## config.mk

```make
export PLATFORM = sky130hd
export DESIGN_NAME = round_robin_quantum_scheduler
export DESIGN_NICKNAME = d
export VERILOG_FILES = /design/src/sv/rrqs_pkg.sv /design/src/sv/round_robin_quantum_scheduler.sv
export SDC_FILE = /design/constraint.sdc
export NUM_CORES = 1
export LEC_CHECK = 0
export BUFFER_PORTS_ARGS = -buffer_cell sky130_fd_sc_hd__buf_4
export CELL_PAD_IN_SITES_DETAIL_PLACEMENT = 1
export CELL_PAD_IN_SITES_GLOBAL_PLACEMENT = 1
export CORE_MARGIN = 3
export CORE_UTILIZATION = 57
export CTS_CLUSTER_DIAMETER = 80
export DETAILED_ROUTE_END_ITERATION = 8
export PLACE_DENSITY = 0.85
export REMOVE_ABC_BUFFERS = 1
export SYNTH_ARGS = -nofsm -noshare
export SYNTH_HDL_FRONTEND = slang
export SYNTH_SLANG_ARGS = --single-unit
export TNS_END_PERCENT = 30
```

## constraint.sdc

```tcl
create_clock -name i_clk -period 14.5 [get_ports i_clk]
set_input_delay 4.35 -clock i_clk [delete_from_list [all_inputs] [get_ports i_clk]]
set_output_delay 4.35 -clock i_clk [all_outputs]
set_load 0.05 [all_outputs]
```

## src/sv/rrqs_pkg.sv

```systemverilog
`timescale 1ns / 1ps

package rrqs_pkg;

    localparam int REQ_TYPE_W = 1;
    localparam int JOB_ID_W   = 8;
    localparam int DUR_W      = 16;
    localparam int CPU_W      = 4;
    localparam int QUANTUM_W  = 8;
    localparam int TICK_W     = 16;

    localparam int CFG_IDX_W  = 1;
    localparam int CFG_DATA_W = 8;

    localparam int QUEUE_DEPTH_DEF = 16;

    localparam logic [QUANTUM_W-1:0] QUANTUM_RESET = 8'd2;

    typedef enum logic [REQ_TYPE_W-1:0] {
        REQ_ARRIVAL = 1'b0,
        REQ_TICK    = 1'b1
    } t_req_type;

    typedef enum logic [CFG_IDX_W-1:0] {
        CFG_CPU_NUMBER   = 1'b0,
        CFG_TIME_QUANTUM = 1'b1
    } t_cfg_idx;

    typedef struct packed {
        logic [JOB_ID_W-1:0] id;
        logic [DUR_W-1:0]    remaining;
    } t_entry;

endpackage

```

## src/sv/round_robin_quantum_scheduler.sv

```systemverilog
`timescale 1ns / 1ps

// channel   handshake                      payload
// -------   ----------------------------   ---------------------------------------------
// input     i_in_valid / o_in_ready        i_req_type i_job_id i_duration i_affinity
// output    o_out_valid / i_out_ready      o_accepted o_running_valid o_running_job
//                                          o_job_finished o_finish_time o_all_idle
// config    i_cfg_wr_en (no handshake)     i_cfg_addr i_cfg_wr_data
//
// One beat per cycle while o_in_ready is high; its result is registered on acceptance.
// The ready queue keeps its head entry in a register, reloaded from the queue memory
// each cycle with bypass of a same-cycle write, so a pop never waits on a memory read.
// Reset is synchronous; it clears the control state, queue memory is left as is.
// o_in_ready is low only while the output register holds a beat that is not taken.

module round_robin_quantum_scheduler #(
    parameter int QUEUE_DEPTH = rrqs_pkg::QUEUE_DEPTH_DEF
) (
    input  logic                            i_clk,
    input  logic                            i_rst_n,

    input  logic                            i_cfg_wr_en,
    input  logic [rrqs_pkg::CFG_IDX_W-1:0]  i_cfg_addr,
    input  logic [rrqs_pkg::CFG_DATA_W-1:0] i_cfg_wr_data,

    input  logic                            i_in_valid,
    output logic                            o_in_ready,
    input  logic [rrqs_pkg::REQ_TYPE_W-1:0] i_req_type,
    input  logic [rrqs_pkg::JOB_ID_W-1:0]   i_job_id,
    input  logic [rrqs_pkg::DUR_W-1:0]      i_duration,
    input  logic [rrqs_pkg::CPU_W-1:0]      i_affinity,

    output logic                            o_out_valid,
    input  logic                            i_out_ready,
    output logic                            o_accepted,
    output logic                            o_running_valid,
    output logic [rrqs_pkg::JOB_ID_W-1:0]   o_running_job,
    output logic                            o_job_finished,
    output logic [rrqs_pkg::TICK_W-1:0]     o_finish_time,
    output logic                            o_all_idle
);
    import rrqs_pkg::*;

    localparam int PTR_W = (QUEUE_DEPTH > 1) ? $clog2(QUEUE_DEPTH) : 1;
    localparam int CNT_W = $clog2(QUEUE_DEPTH + 1);
    localparam logic [PTR_W-1:0] PTR_LAST = PTR_W'(QUEUE_DEPTH - 1);
    localparam logic [CNT_W-1:0] CNT_FULL = CNT_W'(QUEUE_DEPTH);

    function automatic logic [PTR_W-1:0] next_ptr(input logic [PTR_W-1:0] p);
        return (p == PTR_LAST) ? '0 : p + 1'b1;
    endfunction

    // configuration
    logic [CPU_W-1:0]     r_cpu_number;
    logic [QUANTUM_W-1:0] r_time_quantum;

    // queue
    t_entry               r_mem [QUEUE_DEPTH];
    t_entry               r_head_data;
    logic [PTR_W-1:0]     r_head, n_head;
    logic [PTR_W-1:0]     r_tail, n_tail;
    logic [CNT_W-1:0]     r_count, n_count;

    // running job
    logic                 r_cur_valid, n_cur_valid;
    logic [JOB_ID_W-1:0]  r_cur_id, n_cur_id;
    logic [DUR_W-1:0]     r_cur_rem, n_cur_rem;
    logic [QUANTUM_W-1:0] r_q_left, n_q_left;
    logic [TICK_W-1:0]    r_tick, n_tick;

    // result register
    logic                 r_out_valid;
    logic                 r_accepted, n_accepted;
    logic                 r_run_valid, n_run_valid;
    logic [JOB_ID_W-1:0]  r_run_job, n_run_job;
    logic                 r_finished, n_finished;
    logic [TICK_W-1:0]    r_ftime, n_ftime;
    logic                 r_all_idle, n_all_idle;

    logic                 accept;
    logic                 push;
    t_entry               push_data;

    logic                 pop;
    logic                 run0;
    logic [JOB_ID_W-1:0]  id0;
    logic [DUR_W-1:0]     rem0, rem1;
    logic [QUANTUM_W-1:0] q0, q1;
    logic [CNT_W-1:0]     cnt1;

    assign o_in_ready = !r_out_valid || i_out_ready;
    assign accept     = i_in_valid && o_in_ready;

    always_comb begin
        n_head      = r_head;
        n_tail      = r_tail;
        n_count     = r_count;
        n_cur_valid = r_cur_valid;
        n_cur_id    = r_cur_id;
        n_cur_rem   = r_cur_rem;
        n_q_left    = r_q_left;
        n_tick      = r_tick;
        n_accepted  = 1'b0;
        n_run_valid = 1'b0;
        n_run_job   = '0;
        n_finished  = 1'b0;
        n_ftime     = '0;
        push        = 1'b0;
        push_data   = '{id: i_job_id, remaining: i_duration};

        pop  = !r_cur_valid && (r_count != '0);
        run0 = r_cur_valid || pop;
        id0  = pop ? r_head_data.id        : r_cur_id;
        rem0 = pop ? r_head_data.remaining : r_cur_rem;
        q0   = pop ? r_time_quantum        : r_q_left;
        cnt1 = r_count - CNT_W'(pop);
        rem1 = rem0 - 1'b1;
        q1   = q0 - 1'b1;

        if (accept) begin
            if (t_req_type'(i_req_type) == REQ_ARRIVAL) begin
                if (i_affinity == r_cpu_number && i_duration != '0 && r_count < CNT_FULL) begin
                    push       = 1'b1;
                    n_accepted = 1'b1;
                    n_count    = r_count + 1'b1;
                end
            end else begin
                n_count = cnt1;
                if (pop) begin
                    n_head = next_ptr(r_head);
                end
                if (run0) begin
                    n_run_valid = 1'b1;
                    n_run_job   = id0;
                    n_cur_id    = id0;
                    n_cur_rem   = rem1;
                    n_cur_valid = 1'b1;
                    n_q_left    = q1;
                    if (rem1 == '0) begin
                        n_finished  = 1'b1;
                        n_ftime     = r_tick;
                        n_cur_valid = 1'b0;
                        n_q_left    = '0;
                    end else if (q1 == '0) begin
                        if (cnt1 < CNT_FULL) begin
                            push        = 1'b1;
                            push_data   = '{id: id0, remaining: rem1};
                            n_count     = cnt1 + 1'b1;
                            n_cur_valid = 1'b0;
                        end else begin
                            n_q_left = r_time_quantum;
                        end
                    end
                end
                n_tick = r_tick + 1'b1;
            end
            if (push) begin
                n_tail = next_ptr(r_tail);
            end
        end
        n_all_idle = !n_cur_valid && (n_count == '0);
    end

    always_ff @(posedge i_clk) begin
        if (push) begin
            r_mem[r_tail] <= push_data;
        end
        if (push && r_tail == n_head) begin
            r_head_data <= push_data;
        end else begin
            r_head_data <= r_mem[n_head];
        end
    end

    always_ff @(posedge i_clk) begin
        if (!i_rst_n) begin
            r_cpu_number   <= '0;
            r_time_quantum <= QUANTUM_RESET;
        end else if (i_cfg_wr_en) begin
            unique case (t_cfg_idx'(i_cfg_addr))
                CFG_CPU_NUMBER:   r_cpu_number   <= i_cfg_wr_data[CPU_W-1:0];
                CFG_TIME_QUANTUM: r_time_quantum <= i_cfg_wr_data[QUANTUM_W-1:0];
                default: ;
            endcase
        end
    end

    always_ff @(posedge i_clk) begin
        if (!i_rst_n) begin
            r_head      <= '0;
            r_tail      <= '0;
            r_count     <= '0;
            r_cur_valid <= 1'b0;
            r_cur_id    <= '0;
            r_cur_rem   <= '0;
            r_q_left    <= '0;
            r_tick      <= '0;
            r_out_valid <= 1'b0;
        end else begin
            r_head      <= n_head;
            r_tail      <= n_tail;
            r_count     <= n_count;
            r_cur_valid <= n_cur_valid;
            r_cur_id    <= n_cur_id;
            r_cur_rem   <= n_cur_rem;
            r_q_left    <= n_q_left;
            r_tick      <= n_tick;
            if (accept) begin
                r_out_valid <= 1'b1;
            end else if (i_out_ready) begin
                r_out_valid <= 1'b0;
            end
        end
    end

    always_ff @(posedge i_clk) begin
        if (accept) begin
            r_accepted  <= n_accepted;
            r_run_valid <= n_run_valid;
            r_run_job   <= n_run_job;
            r_finished  <= n_finished;
            r_ftime     <= n_ftime;
            r_all_idle  <= n_all_idle;
        end
    end

    assign o_out_valid     = r_out_valid;
    assign o_accepted      = r_accepted;
    assign o_running_valid = r_run_valid;
    assign o_running_job   = r_run_job;
    assign o_job_finished  = r_finished;
    assign o_finish_time   = r_ftime;
    assign o_all_idle      = r_all_idle;

endmodule

```

# Word-level counts from Yosys, hierarchy flattened
# Memory sizes are Yosys's and may differ from the RTL's. A register that Yosys moved wholly into a read port is not among the register bits.
# Index checks and enable logic that the tools add are counted.
[word_totals] ff_bits=103 mem_bits_rw=384 in_bits=43 output_inout_bits=30 word_cells=99 mem_count=1
[classes] n_addsub=8 order_cmp=2 n_eq_ne=3 mux=44 bitwise_logic=1 n_reduce_logical=23
[memory_table] name="r_mem" words=16 word_bits=24 read_ports=1 rd_clocked_by_memory_dff=1 write_ports=1 line_no="round_robin_quantum_scheduler.sv:58" source="t_entry r_mem [QUEUE_DEPTH];"
[op_table] operator="$mux W24" n=6
[op_table] operator="$mux W8" n=5
[op_table] operator="$mux W5" n=7
[op_table] operator="$mux W1" n=20
[op_table] operator="$mux W4" n=5
[op_table] operator="$add A16 B1 Y16 const B" n=1
[op_table] operator="$logic_not A16 Y1" n=1
[op_table] operator="$mux W16" n=1
[op_table] operator="$reduce_bool A16 Y1" n=1
[op_table] operator="$sub A16 B1 Y16 const B" n=1
[op_table] operator="$add A5 B1 Y5 const B" n=2
[op_table] operator="$lt A5 B5 Y1 const B" n=2
[op_table] operator="$reduce_and A2 Y1" n=5
[op_table] operator="$add A4 B1 Y4 const B" n=2
[op_table] operator="$eq A4 B4 Y1 const B" n=2
[op_table] operator="$logic_not A8 Y1" n=1
[op_table] operator="$sub A8 B1 Y8 const B" n=1
[op_table] operator="$reduce_and A3 Y1" n=2
[op_table] operator="$logic_and A1 B1 Y1" n=5
[op_table] operator="$logic_not A5 Y1" n=1
[op_table] operator="$reduce_bool A5 Y1" n=1
[op_table] operator="$sub A5 B1 Y5" n=1
[op_table] operator="$eq A4 B4 Y1" n=1
[op_table] operator="$logic_not A1 Y1" n=3
[op_table] operator="3 further kinds" n=4

# Longest topological paths before layout
# Gate-level depths: netlist (run 1).
[logic_depth] ltp_word=13 ltp_mapped=24 depth_no_buf=19

# Least setup slack after synthesis (run 1)
# No wires, ideal clock.
[synth_path] kind="input-to-output" from="input port i_out_ready" to="output port o_in_ready" t_arrival_ps=4798 required_ps=10150 slack_ps=5352 path_stages=1 path_buffers=0 path_cell_list="nand2b_1"
[synth_via] elab_chain_len=1
[synth_lines] element="from (decl)" line_no="round_robin_quantum_scheduler.sv:34" source="input logic i_out_ready,"
[synth_lines] element="$logic_or A1 B1 Y1" line_no="round_robin_quantum_scheduler.sv:91" source="assign o_in_ready = !r_out_valid || i_out_ready;"
[synth_lines] element="to (decl)" line_no="round_robin_quantum_scheduler.sv:27" source="output logic o_in_ready,"
# Every way passes these cells.

# Worst setup path in the final report (run 1)
# Same ends and word-level chain as after synthesis.

==> out/qor.txt, run 1 <==
YOSYS
--------------------------------------------------------------------------------------------------
Share of async-settable or async-resettable flops after synthesis ...................            0
Area of the mapped netlist ..........................................................    20600 µm²
Top_reg_cell synth ..................................................................     edfxtp_1
Number of flops mapped to enable cells by yosys .....................................          412
Cell with the most instances after synthesis ........................................     edfxtp_1
Number of warnings reported in the yosys synthesis log ..............................            0
Synth top cells by count ............................................................ edfxtp_1 (412), nor2_1 (104), mux4_2 (93), dfxtp_1 (79), nand2_1 (78)
Leading post-synthesis cells by cell area ........................................... edfxtp_1 (60%), mux4_2 (10%), dfxtp_1 (7.7%)
Share of the synthesized area in the top cell type ..................................        0.600
Count of mapped cells out of synthesis ..............................................         1317
Number of flip-flops and latches in the synthesized netlist .........................          491
Distinct cell type count of the synthesized netlist .................................           69
Avg Inst Size Synth .................................................................     15.7 µm²
Leading area contributor after synthesis ............................................     edfxtp_1
Sequential-to-total area share from yosys stat ......................................        0.677

LAYOUT
--------------------------------------------------------------------------------------------------
Seq. cell area ......................................................................    14000 µm²
Post-layout util ....................................................................        0.654
Layout fillers ......................................................................         3174
Share of post-route cells with drive strength above 1 ...............................        0.218
Antenna diodes ......................................................................            0
Area of the multi-input gates .......................................................     6350 µm²
Final nets ..........................................................................         1455
Area Growth Syn to Fin ..............................................................        13.0%

STA
--------------------------------------------------------------------------------------------------
Post-route fraction of the period consumed by the critical path .....................        0.634
Tmin final ..........................................................................      9.19 ns
RSZ-0062 raised after global routing ................................................           no
Setup_tns ...........................................................................         0 ns
Worst max-slew margin expressed relative to the limit ...............................        0.199
Final-report max-slew violation count ...............................................            0
Worst Tran Pin Value ................................................................      1.20 ns
Largest clock skew in the final design ..............................................    0.0356 ns
Worst setup margin ..................................................................      5.31 ns
Maximum achievable frequency ........................................................    0.109 GHz
Count of final setup violators ......................................................            0
Fin. Hold Viols .....................................................................            0

CLOCK NETWORK
--------------------------------------------------------------------------------------------------
CTS sink cnt ........................................................................          491
CTS hold repair buffers .............................................................            0
TritonCTS clock tree ................................................................          yes
Number of setup buffers added after CTS .............................................            0
Total of cells resized after clock tree synthesis ...................................            0
Cts bufs inserted ...................................................................           49
Root cell of the clock tree .........................................................    clkbuf_16
Clock transition time at the flip-flop clock pins of the worst setup and hold paths .      0.06 ns
Max Root-Sink Buffers ...............................................................            3
H-tree level count ..................................................................            2
Worst-skew pair later-pin latency ...................................................      0.61 ns

FLOW RUN
--------------------------------------------------------------------------------------------------
Number of max-capacitance violations reported .......................................            0

SETUP PATH
--------------------------------------------------------------------------------------------------
Critical Path Fanout Max ............................................................            4
Setup crit end kind .................................................................   output pin
Stage delay of the slowest cell on the critical path ................................      0.21 ns
Element type at the critical path start ............................................. primary input
Cell family with most CP delay ...................................................... buffers and inverters
Bufs and invs on worst path .........................................................            2
Ordered list of cells on the worst path ............................................. buf_4 -> nand2b_1 -> buf_4
Worst setup path end ................................................................   o_in_ready
Arrival time reported for the critical path endpoint ................................      4.84 ns
Critical setup path kind ............................................................       in2out
Cell with the biggest individual delay on the critical path .........................        buf_4
Register-to-register path setup slack ...............................................      6.18 ns
Data required time at the worst endpoint ............................................     10.15 ns
Cell seen most often among critical-path stages .....................................        buf_4
Levels on crit path .................................................................            3
First element of the critical path ..................................................  i_out_ready
Terminus of the critical flop-to-flop path .......................................... r_mem[12][3]
Worst r2r path cells ................................................................           20

ROUTE
--------------------------------------------------------------------------------------------------
Final wirelength ....................................................................     55100 µm
Vias per Instance ...................................................................         6.56
Initial DRT Pass Iterations .........................................................            5
Vias ................................................................................        12400
Antenna Nets Post-Route .............................................................            0
Drt initial violations ..............................................................         1355
Final routed DRC violation total ....................................................            0
Average wire per cell in the routed design ..........................................      29.0 µm

FLOORPLANNING
--------------------------------------------------------------------------------------------------
DIE HEIGHT ..........................................................................       196 µm
Die Width ...........................................................................       196 µm
Starting utilization of the core area ...............................................        0.578
Die outline area ....................................................................    38500 µm²
Standard cell core area .............................................................    35700 µm²
I/O pin count .......................................................................           73
Number of standard-cell rows in the floorplan .......................................           69

GRT
--------------------------------------------------------------------------------------------------
Number of global-route vias before repair ...........................................        13200
Maximum number of pins on one net before global-route repair ........................           51
Global-route wire length before repair ..............................................     83000 µm
Overflow after GRT ..................................................................            0
Antenna violations before repair ....................................................            0
Tot GR Track Use ....................................................................        0.291

OUTCOME
--------------------------------------------------------------------------------------------------
Status ..............................................................................    completed

POWER AND IR DROP
--------------------------------------------------------------------------------------------------
Total power per unit cell area ......................................................   141 nW/µm²
Highest ir drop seen on vdd .........................................................   0.000116 V
LEAKAGE .............................................................................      7.69 nW

PLACED DESIGN
--------------------------------------------------------------------------------------------------
Post-DP HPWL ........................................................................     32500 µm
Count of port buffers added during placement ........................................           72
Placement-stage worst setup slack ...................................................      5.31 ns
Placer congestion estimate ..........................................................        0.795

HOLD PATH
--------------------------------------------------------------------------------------------------
Min-delay worst type ................................................................      reg2reg

## final cells by class
type,count,share of cell area
Clock buffer,66,0.0580
Sequential cell,491,0.599
Clock inverter,26,0.0101
Timing Repair Buffer,98,0.0316
Inverter,23,0.00371
Multi-Input combinational cell,734,0.272
Tap cell,461,0.0248
## metrics by stage
step / instance area [µm²] / cells / power [mW] / hold WS [ns]
after CTS: 23300 / 1899 / 3.31 / 0.481
final: 23300 / 1899 / 3.29 / 0.489
after floorplan: 20300 / 1248 / 1.90 / 0.436
after global routing: 23300 / 1899 / 3.40 / 0.504
after detailed placement: 21700 / 1807 / 2.06 / 0.468
after global placement: 21700 / 1807 / 2.04 / 0.442
## per-layer routing
| layer | global-route usage | share of wire |
|---|---|---|
| met1 | 0.389 | 0.39 |
| met2 | 0.481 | 0.49 |
| met3 | 0.0500 | 0.079 |
| met4 | 0.116 | 0.044 |
| met5 | 0 | 0 |
## state kept, by name, summed over array words and instances (netlist names), named ones only
register         count
o_accepted           1
o_all_idle           1
o_finish_time       16
o_job_finished       1
o_out_valid          1
o_running_job        8
o_running_valid      1
r_count              5
r_cpu_number         4
r_cur_id             8
r_cur_rem           16
r_cur_valid          1
r_head               4
r_mem              384
r_q_left             8
r_tail               4
r_tick              16
r_time_quantum       8
## power by group
part	switching, mW	total, mW	internal (mW)
registers	0.0233	1.57	1.55
clock network	0.544	1.26	0.712
logic	0.297	0.465	0.168
## tightest hold or removal path: cells and delay by family, from the launching register on
family          cells  cell delay, ns
compound gates      1            0.06
flops               1            0.33
simple gates        1            0.06
## worst min-delay path by stage
stage,from,to,slack (ns),cells after the start
floorplan,r_cur_rem[15],r_cur_rem[15],0.44,2
global placement,r_cur_rem[15],r_cur_rem[15],0.44,2
detailed placement,r_cur_rem[5],r_cur_rem[5],0.47,2
CTS,r_cur_rem[5],r_cur_rem[5],0.48,2
global route,r_cur_rem[5],r_cur_rem[5],0.50,2
finish,r_cur_rem[5],r_cur_rem[5],0.49,2
## cells by family (layout without fill, tap and decap cells)
| family | after synthesis | count (layout) | synth area share |
|---|---|---|---|
| multiplexers | 173 | 173 | 0.143 |
| flip-flops | 491 | 491 | 0.677 |
| AO/OA/AOI/OAI | 161 | 161 | 0.0518 |
| AND/OR/NAND/NOR | 341 | 341 | 0.0814 |
| XOR/XNOR | 44 | 44 | 0.0187 |
| adder cells (fa/ha/maj) | 15 | 15 | 0.00910 |
| buffers and inverters | 92 | 213 | 0.0194 |
## layout by cell type (no fill, tap or decap), drive strengths merged, types with 9 or more instances in the layout
cell type  instances
nor2             104
xnor2             16
xor2              28
a211oi            18
dfxtp             79
mux2i             57
nand4              9
a21oi             54
or3               14
mux2              23
and2              37
clkbuf            66
nand2             78
inv               23
clkinv            19
buf               98
mux4              93
nor4              10
o21ai             25
edfxtp           412
and3              10
nand3             27
nor2b              9
nor3              17
ha                15
Note: power is estimated with default switching activity, not from simulation.
==> run 2: changes to the inputs <==
CORE_UTILIZATION = 53   (was 57)
PLACE_DENSITY = 0.8   (was 0.85)
clock period = 8.8 ns   (was 14.5 ns; I/O delays follow)
==> run 2 against run 1 <==
- global-route usage decreased by 1.7 points
- sequential cell count unchanged
- via count decreased by 0.76%
- worst hold slack got worse by 0.021 ns
- sequential share of layout area decreased by 0.30 points
- combinational power increased by 66%
- count of clock-buffer cells in the layout unchanged
- first-iteration DRC count decreased by 12%
- total power increased by 65%
- die area increased by 7.3%
- clock power increased by 65%
- utilization decreased by 3.8 points
- highest routed layer unchanged
==> out/qor.txt, run 2 (same netlist as run 1, synthesis figures left out) <==
OUTCOME
--------------------------------------------------------------------------------------------------
Status ..............................................................................    completed

GRT
--------------------------------------------------------------------------------------------------
Maximum number of pins on one net before global-route repair ........................           42   -18%
Global-route wire length before repair ..............................................     83600 µm   +0.70%
Antenna violations before repair ....................................................            1   +1
Overflow after GRT ..................................................................            0   unchanged
Tot GR Track Use ....................................................................        0.273   -0.0172
Number of global-route vias before repair ...........................................        13000   -1.5%

PLACED DESIGN
--------------------------------------------------------------------------------------------------
Placement-stage worst setup slack ...................................................      1.78 ns   -3.52 ns
Post-DP HPWL ........................................................................     34000 µm   +4.6%
Placer congestion estimate ..........................................................        0.836   +5.1%
Count of port buffers added during placement ........................................           72   unchanged

SETUP PATH
--------------------------------------------------------------------------------------------------
Register-to-register path setup slack ...............................................      1.98 ns   -4.20 ns
Cell with the biggest individual delay on the critical path .........................       nor2_2
Data required time at the worst endpoint ............................................      9.08 ns   -1.07 ns
Critical Path Fanout Max ............................................................           31   +27
Arrival time reported for the critical path endpoint ................................      7.10 ns   +2.26 ns
Setup crit end kind .................................................................    flip-flop
Levels on crit path .................................................................           18   +15
Stage delay of the slowest cell on the critical path ................................      0.89 ns   +0.68 ns
Worst r2r path cells ................................................................           18   -10%
Element type at the critical path start .............................................    flip-flop
Critical setup path kind ............................................................      reg2reg
Cell family with most CP delay ...................................................... simple AND/OR/NAND/NOR gates
Terminus of the critical flop-to-flop path ..........................................  r_mem[8][0]
Worst setup path end ................................................................  r_mem[8][0]
Bufs and invs on worst path .........................................................            5   +3
Ordered list of cells on the worst path ............................................. buf_4 -> inv_2 -> nand2_1 -> nand2_1 -> a221o_1 -> inv_1 -> ha_1 -> inv_1 -> nor4_1 -> a22oi_1 -> or3_1 -> o21ai_0 -> a221o_1 -> a2111o_1 -> and3_2 -> o21ai_1 -> nor2_2 -> buf_4

FLOORPLANNING
--------------------------------------------------------------------------------------------------
Die Width ...........................................................................       203 µm   +3.6%
I/O pin count .......................................................................           73   unchanged
Starting utilization of the core area ...............................................        0.542   -0.0360
Standard cell core area .............................................................    38000 µm²   +6.6%
Number of standard-cell rows in the floorplan .......................................           71   +2.9%
Die outline area ....................................................................    41300 µm²   +7.3%
DIE HEIGHT ..........................................................................       203 µm   +3.6%

LAYOUT
--------------------------------------------------------------------------------------------------
Antenna diodes ......................................................................            0   unchanged
Area Growth Syn to Fin ..............................................................        13.6%
Most flops, register ................................................................        r_mem
Most frequent cells in the layout ................................................... edfxtp_1 (412), buf_4 (98), mux4_2 (93)
Most common cell after layout, fill and taps aside ..................................     edfxtp_1
Post-layout util ....................................................................        0.616   -0.0376
Final nets ..........................................................................         1456   +0.069%
Largest register FFs ................................................................          384   unchanged
Share of post-route cells with drive strength above 1 ...............................        0.215   -0.00293

POWER AND IR DROP
--------------------------------------------------------------------------------------------------
Seq pwr share .......................................................................        0.476   about the same
Portion of total power attributed to combinational logic ............................        0.142   about the same
LEAKAGE .............................................................................      7.69 nW   about the same
Switching power summed over all nets ................................................      1.44 mW   +66%
Highest ir drop seen on vdd .........................................................   0.000279 V   +140%
Cell-internal power .................................................................      4.00 mW   +65%
Total power per unit cell area ......................................................   232 nW/µm²   +64%
Power share of the clock group ......................................................        0.382   about the same
Net switching share of the total power ..............................................        0.264   +0.00169

CLOCK NETWORK
--------------------------------------------------------------------------------------------------
Number of setup buffers added after CTS .............................................            0   unchanged
CTS hold repair buffers .............................................................            0   unchanged
CTS sink cnt ........................................................................          491   unchanged
Max Root-Sink Buffers ...............................................................            3   unchanged
Root cell of the clock tree .........................................................    clkbuf_16
Clock transition time at the flip-flop clock pins of the worst setup and hold paths .      0.06 ns   about the same
Total of cells resized after clock tree synthesis ...................................            0   unchanged
Cts bufs inserted ...................................................................           50   +2.0%
TritonCTS clock tree ................................................................          yes
H-tree level count ..................................................................            2   unchanged
Worst-skew pair later-pin latency ...................................................      0.60 ns   about the same

ROUTE
--------------------------------------------------------------------------------------------------
Vias ................................................................................        12400   -0.76%
Average wire per cell in the routed design ..........................................      28.4 µm   -2.0%
Drt initial violations ..............................................................         1192   -12%
Antenna Nets Post-Route .............................................................            0   unchanged
Initial DRT Pass Iterations .........................................................            5   unchanged
Final routed DRC violation total ....................................................            0   unchanged
Final wirelength ....................................................................     55500 µm   +0.67%
Vias per Instance ...................................................................         6.33   -3.4%

HOLD PATH
--------------------------------------------------------------------------------------------------
Min-delay worst type ................................................................      reg2reg

STA
--------------------------------------------------------------------------------------------------
Largest clock skew in the final design ..............................................    0.0250 ns   -0.0106 ns
Tmin final ..........................................................................      6.82 ns
Setup_tns ...........................................................................         0 ns   unchanged
RSZ-0062 raised after global routing ................................................           no
Post-route fraction of the period consumed by the critical path .....................        0.775
Count of final setup violators ......................................................            0   unchanged
Worst Tran Pin Value ................................................................      1.32 ns   +0.114 ns
Worst setup margin ..................................................................      1.98 ns   -3.34 ns
Final-report max-slew violation count ...............................................            0   unchanged
Fin. Hold Viols .....................................................................            0   unchanged
Maximum achievable frequency ........................................................    0.147 GHz
Worst max-slew margin expressed relative to the limit ...............................        0.123   -0.0759

FLOW RUN
--------------------------------------------------------------------------------------------------
Number of max-capacitance violations reported .......................................            0   unchanged

==> run 2: cell count changes in the layout (fill, tap and decap cells not counted), sizes merged <==
cell and delta:
clkinv +3, bufinv -1, clkinvlp -1
==> run 2: worst min path at each step <==
| stage | startpoint | endpoint | depth (start not counted) |
|---|---|---|---|
| 2_1_floorplan | r_cur_rem[15] | r_cur_rem[15] | 2 |
| 3_3_place_gp | r_cur_rem[15] | r_cur_rem[15] | 2 |
| 3_5_place_dp | r_cur_rem[15] | r_cur_rem[15] | 2 |
| 4_1_cts | r_cur_rem[15] | r_cur_rem[15] | 2 |
| 5_1_grt | r_cur_rem[12] | r_cur_rem[12] | 2 |
| 6_report | r_cur_rem[8] | r_cur_rem[8] | 2 |
==> run 2: layer usage <==
layer  GRT usage  routed length, µm  part of all wire  up-vias
met5           0                  0                 0        -
met4      0.0757               1480             0.027        0
met1       0.373              22300              0.40     6403
li1            -                  -                 -     5271
met2       0.462              27800              0.50      565
met3      0.0450               3860             0.070      114
==> run 2: area by class of cell <==
type / instances / area (µm²)
Fill cell: 3486 / 14600
Sequential cell: 491 / 14000
Multi-Input combinational cell: 734 / 6370
Clock buffer: 66 / 1380
Timing Repair Buffer: 98 / 736
Tap cell: 511 / 639
Clock inverter: 27 / 238
Inverter: 23 / 86.3
==> run 2: power by group through the flow <==
stage	sequential, mW	clock, mW	combinational, mW
2_1_floorplan	2.68	0	0.460
3_3_place_gp	2.64	0	0.733
3_5_place_dp	2.64	0	0.755
4_1_cts	2.59	2.12	0.762
5_1_grt	2.59	2.22	0.830
6_report	2.59	2.08	0.771
==> run 2: worst reg2reg max path: stages (launching register included) <==
cell      delay (ns)
dfxtp_4         0.66
buf_4           0.59
inv_2           0.29
nand2_1         0.14
nand2_1         0.06
a221o_1         0.35
inv_1           0.11
ha_1            0.17
inv_1           0.08
nor4_1          0.28
a22oi_1         0.24
or3_1           0.43
o21ai_0         0.25
a221o_1         0.21
a2111o_1        0.37
and3_2          0.63
o21ai_1         0.33
nor2_2          0.89
buf_4           0.42
==> run 2: stage by stage <==
step / std cells / hold slack, ns / power, mW / cell area [µm²]
2_1_floorplan: 1248 / 0.436 / 3.14 / 20300
3_3_place_gp: 1857 / 0.450 / 3.37 / 21800
3_5_place_dp: 1857 / 0.457 / 3.39 / 21800
4_1_cts: 1950 / 0.472 / 5.47 / 23400
5_1_grt: 1950 / 0.501 / 5.64 / 23400
6_report: 1950 / 0.468 / 5.44 / 23400
